$ cat config.mk
export PLATFORM = sky130hd
export DESIGN_NAME = pcx_rle_scanline_decoder_flat
export DESIGN_NICKNAME = d
export VERILOG_FILES = /design/src/rtl/core/pcxrle_pkg.sv /design/src/rtl/core/pcxrle_if.sv /design/src/rtl/core/pcxrle_front.sv /design/src/rtl/core/pcxrle_cmd_fifo.sv /design/src/rtl/core/pcxrle_back.sv /design/src/rtl/core/pcx_rle_scanline_decoder.sv /design/src/flat_wrapper.sv
export SDC_FILE = /design/constraint.sdc
export NUM_CORES = 1
export LEC_CHECK = 0
export BUFFER_PORTS_ARGS = -buffer_cell sky130_fd_sc_hd__buf_2
export CAP_MARGIN = 20
export CORE_MARGIN = 3
export CORE_UTILIZATION = 30
export CTS_CLUSTER_SIZE = 12
export DETAILED_ROUTE_END_ITERATION = 6
export HOLD_SLACK_MARGIN = 0.05
export PLACE_DENSITY = 0.53
export SLEW_MARGIN = 15
export SYNTH_ARGS = -nofsm -noshare
export SYNTH_HDL_FRONTEND = slang
export SYNTH_SLANG_ARGS = --single-unit
$ cat constraint.sdc
create_clock -name clk -period 12.3 [get_ports clk]
set_input_delay 1.845 -clock clk [delete_from_list [all_inputs] [get_ports clk]]
set_output_delay 1.845 -clock clk [all_outputs]
set_load 0.03 [all_outputs]
$ cat src/rtl/core/pcxrle_pkg.sv
// Shared types, constants and helpers for the PCX RLE scanline decoder.
package pcxrle_pkg;

    localparam int MAX_DIMENSION = 4096;
    localparam int CFG_W         = 13;
    localparam int CFG_IDX_W     = 2;
    localparam int DIM_W         = $clog2(MAX_DIMENSION + 1);
    localparam int COORD_W       = 12;
    localparam int REM_W         = $clog2(MAX_DIMENSION * MAX_DIMENSION + 1);
    localparam int RUN_W         = 6;
    localparam int ERR_W         = 3;

    localparam logic [7:0]       TOKEN_MASK = 8'hc0;
    localparam logic [RUN_W-1:0] COUNT_MASK = 6'h3f;

    localparam logic [CFG_IDX_W-1:0] REG_WIDTH  = 2'd0;
    localparam logic [CFG_IDX_W-1:0] REG_HEIGHT = 2'd1;
    localparam logic [CFG_IDX_W-1:0] REG_STRIDE = 2'd2;

    localparam logic [ERR_W-1:0] ERR_NONE      = 3'd0;
    localparam logic [ERR_W-1:0] ERR_ZERO_RUN  = 3'd1;
    localparam logic [ERR_W-1:0] ERR_OVERRUN   = 3'd2;
    localparam logic [ERR_W-1:0] ERR_TRUNCATED = 3'd3;
    localparam logic [ERR_W-1:0] ERR_TRAILING  = 3'd4;

    typedef struct packed {
        logic [DIM_W-1:0] w;
        logic [DIM_W-1:0] h;
        logic [DIM_W-1:0] s;
    } geom_t;

    typedef struct packed {
        logic [7:0]       value;
        logic [RUN_W-1:0] count;
        logic             is_err;
        logic [ERR_W-1:0] err;
        logic             stream_end;
        logic             trunc;
    } cmd_t;

    function automatic logic [DIM_W-1:0] clamp_dim(input logic [CFG_W-1:0] v);
        logic [DIM_W-1:0] r;
        if (v == '0)
            r = DIM_W'(1);
        else if (32'(v) > 32'(MAX_DIMENSION))
            r = DIM_W'(MAX_DIMENSION);
        else
            r = DIM_W'(v);
        return r;
    endfunction

endpackage

$ cat src/rtl/core/pcxrle_if.sv
// Valid/ready stream interfaces for compressed bytes and decoded pixels.
interface pcxrle_in_if;
    logic       valid;
    logic       ready;
    logic [7:0] data_byte;
    logic       stream_end;

    modport source (output valid, output data_byte, output stream_end, input ready);
    modport sink (input valid, input data_byte, input stream_end, output ready);
endinterface

interface pcxrle_out_if;
    logic        valid;
    logic        ready;
    logic [7:0]  pixel_value;
    logic [11:0] pixel_x;
    logic [11:0] pixel_y;
    logic        image_done;
    logic [2:0]  error_code;
    logic        last_of_item;

    modport source (output valid, output pixel_value, output pixel_x, output pixel_y,
                    output image_done, output error_code, output last_of_item,
                    input ready);
    modport sink (input valid, input pixel_value, input pixel_x, input pixel_y,
                  input image_done, input error_code, input last_of_item,
                  output ready);
endinterface

$ cat src/rtl/core/pcxrle_front.sv
// Front end: config registers, token parsing, overrun check and command issue.
module pcxrle_front (
    input  logic                                 clk,
    input  logic                                 rst_n,
    input  logic                                 cfg_we,
    input  logic [pcxrle_pkg::CFG_IDX_W-1:0]     cfg_index,
    input  logic [pcxrle_pkg::CFG_W-1:0]         cfg_data,
    pcxrle_in_if.sink                            byte_in,
    output pcxrle_pkg::geom_t                    geom,
    output logic                                 cmd_valid,
    output pcxrle_pkg::cmd_t                     cmd,
    input  logic                                 cmd_ready
);
    import pcxrle_pkg::*;

    localparam logic [1:0] PH_TOKEN = 2'd0;
    localparam logic [1:0] PH_VALUE = 2'd1;
    localparam logic [1:0] PH_DONE  = 2'd2;
    localparam logic [1:0] PH_DRAIN = 2'd3;

    logic [CFG_W-1:0] width_reg, height_reg, stride_reg;
    logic [1:0]       phase_reg, phase_next;
    logic [RUN_W-1:0] run_reg, run_next;
    logic [REM_W-1:0] rem_reg, rem_next;
    logic             fresh_reg, fresh_next;

    logic [DIM_W-1:0]   stride_c;
    logic [2*DIM_W-1:0] product;
    logic [REM_W-1:0]   total, rem_cur, rem_after;
    logic [RUN_W-1:0]   count, tok_count;
    logic               accept, is_token, cfg_hit;

    assign geom.w   = clamp_dim(width_reg);
    assign geom.h   = clamp_dim(height_reg);
    assign stride_c = clamp_dim(stride_reg);
    assign geom.s   = (stride_c < geom.w) ? geom.w : stride_c;
    assign product  = geom.h * geom.s;
    assign total    = REM_W'(product);

    assign byte_in.ready = cmd_ready;
    assign accept        = byte_in.valid && cmd_ready;
    assign cfg_hit       = cfg_we && (cfg_index == REG_WIDTH || cfg_index == REG_HEIGHT
                                      || cfg_index == REG_STRIDE);

    assign is_token  = (byte_in.data_byte & TOKEN_MASK) == TOKEN_MASK;
    assign tok_count = byte_in.data_byte[RUN_W-1:0] & COUNT_MASK;
    assign count     = (phase_reg == PH_VALUE) ? run_reg : RUN_W'(1);
    assign rem_cur   = fresh_reg ? total : rem_reg;
    assign rem_after = rem_cur - REM_W'(count);

    always_comb
    begin
        phase_next = phase_reg;
        run_next   = run_reg;
        rem_next   = rem_reg;
        fresh_next = fresh_reg;
        cmd_valid  = 1'b0;
        cmd        = '0;
        if (cfg_hit)
        begin
            phase_next = PH_TOKEN;
            run_next   = '0;
            fresh_next = 1'b1;
        end
        else if (accept)
        begin
            case (phase_reg)
                PH_DRAIN:
                begin
                    if (byte_in.stream_end)
                    begin
                        phase_next = PH_TOKEN;
                        fresh_next = 1'b1;
                    end
                end
                PH_DONE:
                begin
                    cmd_valid  = 1'b1;
                    cmd.is_err = 1'b1;
                    cmd.err    = ERR_TRAILING;
                end
                default:
                begin
                    if (phase_reg == PH_TOKEN && is_token)
                    begin
                        if (tok_count == '0 || byte_in.stream_end)
                        begin
                            cmd_valid  = 1'b1;
                            cmd.is_err = 1'b1;
                            cmd.err    = (tok_count == '0) ? ERR_ZERO_RUN : ERR_TRUNCATED;
                        end
                        else
                        begin
                            run_next   = tok_count;
                            phase_next = PH_VALUE;
                        end
                    end
                    else if (REM_W'(count) > rem_cur)
                    begin
                        cmd_valid  = 1'b1;
                        cmd.is_err = 1'b1;
                        cmd.err    = ERR_OVERRUN;
                    end
                    else
                    begin
                        cmd_valid      = 1'b1;
                        cmd.value      = byte_in.data_byte;
                        cmd.count      = count;
                        cmd.stream_end = byte_in.stream_end;
                        cmd.trunc      = byte_in.stream_end && (rem_after != '0);
                        run_next       = '0;
                        rem_next       = rem_after;
                        fresh_next     = 1'b0;
                        if (byte_in.stream_end)
                        begin
                            phase_next = PH_TOKEN;
                            fresh_next = 1'b1;
                        end
                        else if (rem_after == '0)
                            phase_next = PH_DONE;
                        else
                            phase_next = PH_TOKEN;
                    end
                end
            endcase
            if (cmd.is_err)
            begin
                run_next = '0;
                if (byte_in.stream_end)
                begin
                    phase_next = PH_TOKEN;
                    fresh_next = 1'b1;
                end
                else
                    phase_next = PH_DRAIN;
            end
        end
    end

    always_ff @(posedge clk or negedge rst_n)
    begin
        if (!rst_n)
        begin
            width_reg  <= CFG_W'(1);
            height_reg <= CFG_W'(1);
            stride_reg <= CFG_W'(1);
            phase_reg  <= PH_TOKEN;
            run_reg    <= '0;
            rem_reg    <= '0;
            fresh_reg  <= 1'b1;
        end
        else
        begin
            if (cfg_we && cfg_index == REG_WIDTH)
                width_reg <= cfg_data;
            if (cfg_we && cfg_index == REG_HEIGHT)
                height_reg <= cfg_data;
            if (cfg_we && cfg_index == REG_STRIDE)
                stride_reg <= cfg_data;
            phase_reg <= phase_next;
            run_reg   <= run_next;
            rem_reg   <= rem_next;
            fresh_reg <= fresh_next;
        end
    end

endmodule

$ cat src/rtl/core/pcxrle_cmd_fifo.sv
// Two-entry command queue between the front end and the expander.
module pcxrle_cmd_fifo (
    input  logic              clk,
    input  logic              rst_n,
    input  logic              push,
    input  pcxrle_pkg::cmd_t  push_cmd,
    output logic              not_full,
    input  logic              pop,
    output logic              head_valid,
    output pcxrle_pkg::cmd_t  head_cmd
);
    import pcxrle_pkg::*;

    cmd_t       mem_reg [2];
    logic       wr_ptr_reg, rd_ptr_reg;
    logic [1:0] fill_reg;

    assign not_full   = (fill_reg != 2'd2);
    assign head_valid = (fill_reg != 2'd0);
    assign head_cmd   = mem_reg[rd_ptr_reg];

    always_ff @(posedge clk)
    begin
        if (push)
            mem_reg[wr_ptr_reg] <= push_cmd;
    end

    always_ff @(posedge clk or negedge rst_n)
    begin
        if (!rst_n)
        begin
            wr_ptr_reg <= 1'b0;
            rd_ptr_reg <= 1'b0;
            fill_reg   <= 2'd0;
        end
        else
        begin
            if (push)
                wr_ptr_reg <= ~wr_ptr_reg;
            if (pop)
                rd_ptr_reg <= ~rd_ptr_reg;
            if (push && !pop)
                fill_reg <= fill_reg + 2'd1;
            else if (pop && !push)
                fill_reg <= fill_reg - 2'd1;
        end
    end

endmodule

$ cat src/rtl/core/pcxrle_back.sv
// Back end: expands commands one decoded byte per cycle, while the output is not stalled, into pixel requests.
module pcxrle_back (
    input  logic              clk,
    input  logic              rst_n,
    input  logic              restart,
    input  pcxrle_pkg::geom_t geom,
    input  logic              head_valid,
    input  pcxrle_pkg::cmd_t  head_cmd,
    output logic              pop,
    pcxrle_out_if.source      pixel_out
);
    import pcxrle_pkg::*;

    logic [COORD_W-1:0] col_reg, col_next;
    logic [DIM_W-1:0]   row_reg, row_next;
    logic [RUN_W-1:0]   step_reg, step_next;
    logic               tail_reg, tail_next;

    logic               out_valid_reg;
    logic [7:0]         value_reg;
    logic [COORD_W-1:0] x_reg;
    logic [COORD_W-1:0] y_reg;
    logic               done_reg, last_reg;
    logic [ERR_W-1:0]   err_reg;

    logic               can_out, work, emit, emit_last, emit_done;
    logic [7:0]         emit_value;
    logic [ERR_W-1:0]   emit_err;
    logic [DIM_W-1:0]   col_ext, col_inc, gap;
    logic [RUN_W-1:0]   k_after;

    assign can_out = !out_valid_reg || pixel_out.ready;
    assign work    = head_valid && can_out;
    assign col_ext = DIM_W'(col_reg);
    assign col_inc = col_ext + DIM_W'(1);
    assign gap     = geom.s - col_ext;
    assign k_after = head_cmd.count - RUN_W'(1) - step_reg;

    always_comb
    begin
        col_next   = col_reg;
        row_next   = row_reg;
        step_next  = step_reg;
        tail_next  = tail_reg;
        pop        = 1'b0;
        emit       = 1'b0;
        emit_last  = 1'b1;
        emit_done  = 1'b0;
        emit_value = '0;
        emit_err   = ERR_NONE;
        if (restart)
        begin
            col_next  = '0;
            row_next  = '0;
            step_next = '0;
            tail_next = 1'b0;
        end
        else if (work)
        begin
            if (head_cmd.is_err || tail_reg)
            begin
                emit      = 1'b1;
                emit_err  = tail_reg ? ERR_TRUNCATED : head_cmd.err;
                pop       = 1'b1;
                col_next  = '0;
                row_next  = '0;
                step_next = '0;
                tail_next = 1'b0;
            end
            else
            begin
                emit       = (col_ext < geom.w);
                emit_value = head_cmd.value;
                emit_done  = (row_reg == geom.h - DIM_W'(1))
                             && (col_ext == geom.w - DIM_W'(1));
                emit_last  = !head_cmd.trunc
                             && !((k_after != '0)
                                  && (col_inc < geom.w || DIM_W'(k_after) >= gap));
                if (col_inc >= geom.s)
                begin
                    col_next = '0;
                    row_next = row_reg + DIM_W'(1);
                end
                else
                    col_next = col_inc[COORD_W-1:0];
                if (k_after == '0)
                begin
                    step_next = '0;
                    if (head_cmd.trunc)
                        tail_next = 1'b1;
                    else
                    begin
                        pop = 1'b1;
                        if (head_cmd.stream_end)
                        begin
                            col_next = '0;
                            row_next = '0;
                        end
                    end
                end
                else
                    step_next = step_reg + RUN_W'(1);
            end
        end
    end

    always_ff @(posedge clk)
    begin
        if (work && emit)
        begin
            value_reg <= emit_value;
            x_reg     <= (emit_err == ERR_NONE) ? col_reg : '0;
            y_reg     <= (emit_err == ERR_NONE) ? row_reg[COORD_W-1:0] : '0;
            done_reg  <= emit_done;
            err_reg   <= emit_err;
            last_reg  <= emit_last;
        end
    end

    always_ff @(posedge clk or negedge rst_n)
    begin
        if (!rst_n)
        begin
            col_reg       <= '0;
            row_reg       <= '0;
            step_reg      <= '0;
            tail_reg      <= 1'b0;
            out_valid_reg <= 1'b0;
        end
        else
        begin
            col_reg  <= col_next;
            row_reg  <= row_next;
            step_reg <= step_next;
            tail_reg <= tail_next;
            if (can_out)
                out_valid_reg <= work && emit && !restart;
        end
    end

    assign pixel_out.valid        = out_valid_reg;
    assign pixel_out.pixel_value  = value_reg;
    assign pixel_out.pixel_x      = x_reg;
    assign pixel_out.pixel_y      = y_reg;
    assign pixel_out.image_done   = done_reg;
    assign pixel_out.error_code   = err_reg;
    assign pixel_out.last_of_item = last_reg;

endmodule

$ cat src/rtl/core/pcx_rle_scanline_decoder.sv
// PCX 8-bit RLE scanline decoder top level.
// Path: an accepted byte's command is written into the queue, then its request into the output reg.
// Expander: retires one decoded byte per cycle while the output is not stalled; a run is expanded
// byte by byte, a truncated end adds an error request, and padding bytes emit no request.
// Reset: async active low; control state clears, registers return to 1, no clearing pass.
module pcx_rle_scanline_decoder (
    input  logic                              clk,
    input  logic                              rst_n,
    input  logic                              cfg_we,
    input  logic [pcxrle_pkg::CFG_IDX_W-1:0]  cfg_index,
    input  logic [pcxrle_pkg::CFG_W-1:0]      cfg_data,
    pcxrle_in_if.sink                         byte_in,
    pcxrle_out_if.source                      pixel_out
);
    import pcxrle_pkg::*;

    geom_t geom;
    cmd_t  push_cmd, head_cmd;
    logic  push, not_full, pop, head_valid;
    logic  cfg_restart;

    // only writes to a real register restart the decoder
    assign cfg_restart = cfg_we && (cfg_index == REG_WIDTH || cfg_index == REG_HEIGHT
                                    || cfg_index == REG_STRIDE);

    pcxrle_front u_front (
        .clk       (clk),
        .rst_n     (rst_n),
        .cfg_we    (cfg_we),
        .cfg_index (cfg_index),
        .cfg_data  (cfg_data),
        .byte_in   (byte_in),
        .geom      (geom),
        .cmd_valid (push),
        .cmd       (push_cmd),
        .cmd_ready (not_full)
    );

    pcxrle_cmd_fifo u_fifo (
        .clk        (clk),
        .rst_n      (rst_n),
        .push       (push),
        .push_cmd   (push_cmd),
        .not_full   (not_full),
        .pop        (pop),
        .head_valid (head_valid),
        .head_cmd   (head_cmd)
    );

    pcxrle_back u_back (
        .clk        (clk),
        .rst_n      (rst_n),
        .restart    (cfg_restart),
        .geom       (geom),
        .head_valid (head_valid),
        .head_cmd   (head_cmd),
        .pop        (pop),
        .pixel_out  (pixel_out)
    );

endmodule

$ cat src/flat_wrapper.sv
// flat-port wrapper written by rule: the top's interface ports become plain ports
module pcx_rle_scanline_decoder_flat import pcxrle_pkg::*;
  (clk, rst_n, cfg_we, cfg_index, cfg_data, byte_in_valid, byte_in_data_byte, byte_in_stream_end, byte_in_ready, pixel_out_valid, pixel_out_pixel_value, pixel_out_pixel_x, pixel_out_pixel_y, pixel_out_image_done, pixel_out_error_code, pixel_out_last_of_item, pixel_out_ready);
  pcxrle_in_if byte_in_i ();
  pcxrle_out_if pixel_out_i ();
  input  logic clk;
  input  logic rst_n;
  input  logic cfg_we;
  input  logic [pcxrle_pkg::CFG_IDX_W-1:0] cfg_index;
  input  logic [pcxrle_pkg::CFG_W-1:0] cfg_data;
  input wire logic [$bits(byte_in_i.valid)-1:0] byte_in_valid;
  input wire logic [$bits(byte_in_i.data_byte)-1:0] byte_in_data_byte;
  input wire logic [$bits(byte_in_i.stream_end)-1:0] byte_in_stream_end;
  output wire logic [$bits(byte_in_i.ready)-1:0] byte_in_ready;
  output wire logic [$bits(pixel_out_i.valid)-1:0] pixel_out_valid;
  output wire logic [$bits(pixel_out_i.pixel_value)-1:0] pixel_out_pixel_value;
  output wire logic [$bits(pixel_out_i.pixel_x)-1:0] pixel_out_pixel_x;
  output wire logic [$bits(pixel_out_i.pixel_y)-1:0] pixel_out_pixel_y;
  output wire logic [$bits(pixel_out_i.image_done)-1:0] pixel_out_image_done;
  output wire logic [$bits(pixel_out_i.error_code)-1:0] pixel_out_error_code;
  output wire logic [$bits(pixel_out_i.last_of_item)-1:0] pixel_out_last_of_item;
  input wire logic [$bits(pixel_out_i.ready)-1:0] pixel_out_ready;
  assign byte_in_i.valid = byte_in_valid;
  assign byte_in_i.data_byte = byte_in_data_byte;
  assign byte_in_i.stream_end = byte_in_stream_end;
  assign byte_in_ready = byte_in_i.ready;
  assign pixel_out_valid = pixel_out_i.valid;
  assign pixel_out_pixel_value = pixel_out_i.pixel_value;
  assign pixel_out_pixel_x = pixel_out_i.pixel_x;
  assign pixel_out_pixel_y = pixel_out_i.pixel_y;
  assign pixel_out_image_done = pixel_out_i.image_done;
  assign pixel_out_error_code = pixel_out_i.error_code;
  assign pixel_out_last_of_item = pixel_out_i.last_of_item;
  assign pixel_out_i.ready = pixel_out_ready;
  pcx_rle_scanline_decoder u_core (.clk(clk), .rst_n(rst_n), .cfg_we(cfg_we), .cfg_index(cfg_index), .cfg_data(cfg_data), .byte_in(byte_in_i), .pixel_out(pixel_out_i));
endmodule
# ---- After elaboration in Yosys (flattened, before gate mapping)
# Memory sizes are Yosys's and may differ from the RTL's.
# Cells that the tools add are included.
dict set report word_totals {
  ram_bits 40
  elab_cells 211
  output_inout_bits 39
  regBits 147
  n_memories 1
}
# memory depth width rd rd_clocked_by_memory_dff wr line
set memory_table {}
lappend memory_table {u_core.u_fifo.mem_reg 2 20 1 0 1 pcxrle_cmd_fifo.sv:14} ;# cmd_t mem_reg [2];
dict set report op_classes {
  multipliers 1
  eq_ne 16
  magnitude_cmp 9
  add_sub_neg 11
  n_reduce_logical 50
  mux 95
  bitwise_logic 7
}
# op n
set op_table {}
lappend op_table {{13-bit two-way mux} 14}
lappend op_table {{12-bit two-way mux} 7}
lappend op_table {{6-bit two-way mux} 12}
lappend op_table {{14-bit two-way mux} 3}
lappend op_table {{20-bit two-way mux} 2}
lappend op_table {{13-bit greater-than comparator, second input constant} 3}
lappend op_table {{13-bit logical NOT} 3}
lappend op_table {{2-bit two-way mux} 16}
lappend op_table {{1-bit two-way mux} 27}
lappend op_table {{13-bit < comparator} 2}
lappend op_table {{13-bit by 1-bit subtractor with 13-bit output, second input constant} 2}
lappend op_table {{6-bit by 25-bit greater-than comparator with 1-bit output} 1}
lappend op_table {{25-bit logical NOT} 1}
lappend op_table {{13-bit by 13-bit multiplier with 25-bit output} 1}
lappend op_table {{25-bit two-way mux} 1}
lappend op_table {{25-bit nonzero test} 1}
lappend op_table {{25-bit by 6-bit subtractor with 25-bit output} 1}
lappend op_table {{4-bit two-way mux} 5}
lappend op_table {{1-bit logical AND} 15}
lappend op_table {{12-bit by 1-bit adder with 13-bit output, second input constant} 1}
lappend op_table {{13-bit by 1-bit adder with 13-bit output, second input constant} 1}
lappend op_table {{12-bit by 13-bit == test with 1-bit output} 1}
lappend op_table {{13-bit == test} 1}
lappend op_table {{13-bit greater-or-equal comparator} 1}
lappend op_table {{other kinds (34)} 67}

# ---- Logic depth before layout (Yosys ltp)
dict set report logic_depth {
  ltp_word 17
  ltp_mapped 41
}

# ---- Hierarchy
# From an unflattened synthesis, not the netlist that was laid out.
dict set report hier_totals {
  hier_cells 2006
  area_unflattened_um2 18336.3
}
# mod seq_area_each_um2 n_inst area_per_inst_um2 cells_each
set modules_own_cells {}
lappend modules_own_cells {pcxrle_front 1831.8 1 10642.7 1252}
lappend modules_own_cells {pcxrle_back 1936.9 1 5973.2 675}
lappend modules_own_cells {pcxrle_cmd_fifo 1301.2 1 1709.1 78}
lappend modules_own_cells {pcx_rle_scanline_decoder 0.0 1 11.3 1}

# ---- Worst setup path after synthesis
# Ideal clock, no wire load.
dict set report synth_timing {
  kind {register -> register}
  startpoint {register u_core.u_front.width_reg[7]}
  endpoint {memory u_core.u_fifo.mem_reg[0][0] in the netlist's numbering (data pin)}
  n_path_buf 3
  synth_period_minus_slack_ps 9449
  required_ps 12042
  t_arrival_ps 9191
  slack_ps 2851
  path_stages_with_launch 37
  path_cell_list {dfrtp_1 nor3_1 nand2_1 o31ai_1 nand2_1 ha_1 a21o_1 a2111o_1 o31ai_1 or2_2 clkbuf_1 nor2b_1 a31oi_1 clkbuf_1 nor2_1 fa_1 inv_1 fa_1 inv_1 fa_1 fa_1 inv_1 fa_1 inv_1 ha_1 a2111oi_4 o21ai_1 and4_1 o311a_1 a211oi_2 nand2b_1 buf_2 or4b_1 xnor2_1 nor4_1 nand4b_1 and3_1}
}
# element line
set synth_rtl {}
lappend synth_rtl {{start, declared} pcxrle_front.sv:21} ;# logic [CFG_W-1:0] width_reg, height_reg, stride_reg;
lappend synth_rtl {{start signal, assigned} pcxrle_front.sv:155} ;# width_reg <= cfg_data;
lappend synth_rtl {{end, declared} pcxrle_cmd_fifo.sv:14}

# ---- Worst setup path in the final report
dict set report layout_timing {
  startpoint {register u_core.u_front.width_reg[12]}
  endpoint {register u_core.u_front.rem_reg[7]}
}
dict set report layout_between {
  elab_chain_len 10
  elab_cells_between_ends 12
  classes_between {1 x add/sub; 1 x mul; 3 x order compare; 4 x mux; 1 x bitwise; 2 x reduce/logical}
}
# element line
set layout_rtl {}
lappend layout_rtl {{13-bit greater-than comparator} pcxrle_pkg.sv:45} ;# else if (32'(v) > 32'(MAX_DIMENSION))
lappend layout_rtl {{13-bit two-way mux} pcxrle_pkg.sv:45}
lappend layout_rtl {{13-bit two-way mux (*)} pcxrle_pkg.sv:43} ;# if (v == '0)
lappend layout_rtl {{13-bit < comparator} pcxrle_front.sv:36} ;# assign geom.s = (stride_c < geom.w) ? geom.w : stride_c;
lappend layout_rtl {{13-bit two-way mux (*)} pcxrle_front.sv:36}
lappend layout_rtl {{13-bit by 13-bit multiplier with 25-bit output (*)} pcxrle_front.sv:37} ;# assign product = geom.h * geom.s;
lappend layout_rtl {{25-bit two-way mux (*)} pcxrle_front.sv:48} ;# assign rem_cur = fresh_reg ? total : rem_reg;
lappend layout_rtl {{6-bit by 25-bit greater-than comparator with 1-bit output} pcxrle_front.sv:98} ;# else if (REM_W'(count) > rem_cur)
lappend layout_rtl {{1-bit inverter (no line)} n/a}
lappend layout_rtl {{5-bit AND reduction (no line)} n/a}
lappend layout_rtl {{end signal, assigned} pcxrle_front.sv:162} ;# rem_reg <= rem_next;
lappend layout_rtl {{end, declared} pcxrle_front.sv:24} ;# logic [REM_W-1:0] rem_reg, rem_next;
# Every way passes the cells marked *; elsewhere a longest branch is shown, timed or not.
# A chain may end at the register's enable or synchronous reset.

==> impl_metrics.ini <==
[logic_synthesis]
post-synth-top-area-cell = dfrtp_1
syn_nets = 2174
syn_area_per_cell_um2 = 9.475
synth_area_leaders = dfrtp_1 15%, fa_1 14%, edfxtp_1 13%
ys_async_sr_fraction = 0.5882
ys_ff_latch = 187
yosys_warnings = 0
yosysUniqueCellTypes = 91
synth_edf_count = 77
ys.flop_type = dfrtp_1
synth_top_cell_area_share = 0.1498
syn_inst = 1869
netlist_area_mm2 = 0.01771
synth-seq-area-share = 0.2863

[finish]
fin_nets = 2204
drive_gt1_frac = 0.1198
fin_util = 0.3348
fin_area_mm2 = 0.01942
multi_input_area_mm2 = 0.01151
largest_reg_flops = 40
final-seq-area_mm2 = 0.005070
num-fill-cells = 5916
area_growth_syn_to_layout_pct = 9.686
n_antenna_cell = 0

[timing]
fmax_mhz = 91.74
fin_crit_sh = 0.8862
setup_tns_ps = 0
finalSetupViolations = 0
relSlewSlack = 0.2608
worst_slew_pin_slew_ps = 1107
drv_slew = 0
finClkSkew_ps = 13.38
finalCriticalPeriod_ps = 10900
rsz0062_at_grt = false
hold_viol = 0
worst_slack_ps = 1400

[grt]
track_usage = 0.1631
grt_pass1_wl_um = 79890
grt_pass1_vias = 13850
grt_antenna_before_repair = 0
grtUsageMet1 = 0.2206
met2_usage = 0.2644
overflow = 0
grt-busiest-layer = met2
grt_start_max_net_pins = 64
use_met3 = 0.02735

[routing]
via_count = 13510
initialDrtViolationCount = 737
ant_nets = 0
routed_wl_um = 49970
detail_route.vias_per_cell = 5.046
dr.pass1.iters = 7
drc = 0
routedWlPerCell_um = 18.66

[cts]
clk_pin_slew_worst_paths_ps = 80
cts_buffers = 17
clockBufferDepth = 2
ctsHtreeMaxLevel = 4
postCtsSetupBuffers = 0
clk_latency_ps = 470
ctsHoldBuffers = 0
cts_resized = 0
cts-root-buf = clkbuf_16
cts_sinks = 187
cts_tree = yes

[power_and_ir_drop]
swShare = 0.5228
p_seq_frac = 0.162
p_comb_frac = 0.743
power.internal_mw = 2.705
clkPwrFrac = 0.094
leakage_nw = 8.515
power.switching_mw = 2.964
cellPowerDensity_mw_per_mm2 = 291.8
power_mw = 5.669
ir_drop_mv = 0.1728

[floorplanning]
fp.dieW_um = 249.0
core-area_mm2 = 0.05803
rows = 88
die_y_um = 249.0
ios = 68
start_util = 0.3052
die-area_mm2 = 0.06198

[place]
placed_area_mm2 = 0.01885
io_buffers = 67
gp_congestion = 0.8839
post-place-ws_ps = 1485
hpwl_um = 39460

[worst_setup_path]
startpoint_type = flop
worstReg2RegStart = u_core.u_front.width_reg[12]
critical_path.max_fanout = 22
arrival_ps = 11250
cp_slowest_cell = dfrtp_1
rrSetupSlack_ps = 1400
slowest_delay_ps = 660
rr_worst_depth = 33
cp-end-kind = flop
r2r-end = u_core.u_front.rem_reg[7]
required_ps = 12650
criticalPathCategory = reg -> reg

[job]
maxCapViolations = 0

[min_path]
worstHoldEndpoint = u_core.u_back.pixel_out.valid
hold_path_depth = 1
hp-class = reg -> reg
worstHoldStart = u_core.u_back.pixel_out.valid

[outcome]
status = completed
[layout make-up]
cell class / count / area share
flip-flops and latches: 187 / 0.2610
repair buffers: 88 / 0.02589
clock buffers: 18 / 0.02209
clock inverters: 14 / 0.006506
well taps: 765 / 0.04928
multi-input cells: 1384 / 0.5925
inverters: 221 / 0.04271
[metal layers]
metal / up-vias / wire length [µm] / share of wire
met2: 294 / 23320 / 0.47
met5: - / 0 / 0
met4: 0 / 1404 / 0.028
met1: 6679 / 22810 / 0.46
met3: 67 / 2423 / 0.048
li1: 6467 / - / -
[kinds of logic (layout without fill, tap and decap cells)]
logic type	after synthesis	in the layout	share of synthesized area
buffers and inverters	298	341	0.06535
adders and majority gates	276	276	0.2471
xor gates and xnor gates	88	88	0.04352
and+or+nand+nor	620	620	0.1743
muxes	95	95	0.06387
DFF	187	187	0.2863
AOI/OAI and AO/OA	305	305	0.1195
[how the worst max path moves through the flow]
stage	start	endpoint	slack (ps)
2_1_floorplan	u_core.u_front.width_reg[7]	u_core.u_fifo.mem_reg[0][0]	2850
3_3_place_gp	u_core.u_front.width_reg[12]	u_core.u_front.rem_reg[20]	1700
3_5_place_dp	u_core.u_front.width_reg[12]	u_core.u_front.rem_reg[18]	1480
4_1_cts	u_core.u_front.width_reg[12]	u_core.u_front.rem_reg[11]	1460
5_1_grt	u_core.u_front.width_reg[12]	u_core.u_front.rem_reg[7]	590
6_report	u_core.u_front.width_reg[12]	u_core.u_front.rem_reg[7]	1400
[cell usage after synthesis, types with 5 or more instances]
library cell and instances:
nand3_1 30, o211ai_1 14, and2_1 33, and4_1 6, a211oi_1 7, o31ai_1 9
nor4_1 32, or4_1 6, nor3_1 36, nand3b_1 5, nor2b_1 47, a21o_1 27
clkbuf_1 54, o21ai_0 70, o22ai_1 6, o21a_1 20, clkinv_1 5, mux2i_1 19
fa_1 123, o21bai_1 10, a21oi_1 56, edfxtp_1 77, dfrtp_1 106, xnor2_1 66
nand2_1 178, nand2b_1 31, buf_1 12, buf_2 6, mux2_4 22, or3_1 12
nor3b_1 6, and3_1 11, a22o_1 7, inv_1 215, mux2_2 53, ha_1 153
xor2_1 22, a31oi_1 15, nor2_1 148, nand4_1 19
[power by group through the flow]
stage	Combinational, mW	Sequential, mW	Clock [mW]
after floorplan	3.12	0.970	0
after global placement	4.14	0.929	0
after detailed placement	4.16	0.932	0
after CTS	4.22	0.921	0.553
after global routing	4.74	0.939	0.579
final	4.21	0.920	0.536
[critical path: cells and delay by family, from the launching register on]
family | cells | cell delay (ps)
compound gates | 9 | 2180
xor+xnor | 1 | 160
fa+ha+maj | 7 | 3190
buf+inv | 7 | 1570
flops | 1 | 660
mux | 3 | 1100
simple gates | 6 | 1900
[cell usage in the layout (no fill, tap or decap), types with 20 or more instances in the layout]
master    netlist  final
nand3_1        30     30
a21oi_1        56     56
dfrtp_1       106    106
o21a_1         20     20
mux2_4         22     22
nor4_1         32     32
nand2b_1       31     31
fa_1          123    123
a21o_1         27     27
inv_1         215    215
ha_1          153    153
buf_4           0     21
o21ai_0        70     70
xnor2_1        66     66
nor3_1         36     35
nand2_1       178    178
nor2_1        148    148
and2_1         33     33
xor2_1         22     22
mux2_2         53     53
buf_2           6     66
nor2b_1        47     46
edfxtp_1       77     77
[stage by stage]
stage,cells,hold slack [ps]
5_1_grt,2677,529.1
4_1_cts,2675,507.1
6_report,2677,504.6
2_1_floorplan,1869,455.5
3_3_place_gp,2643,473.9
3_5_place_dp,2643,487.8
No activity file was read; power rests on OpenSTA's default activity.
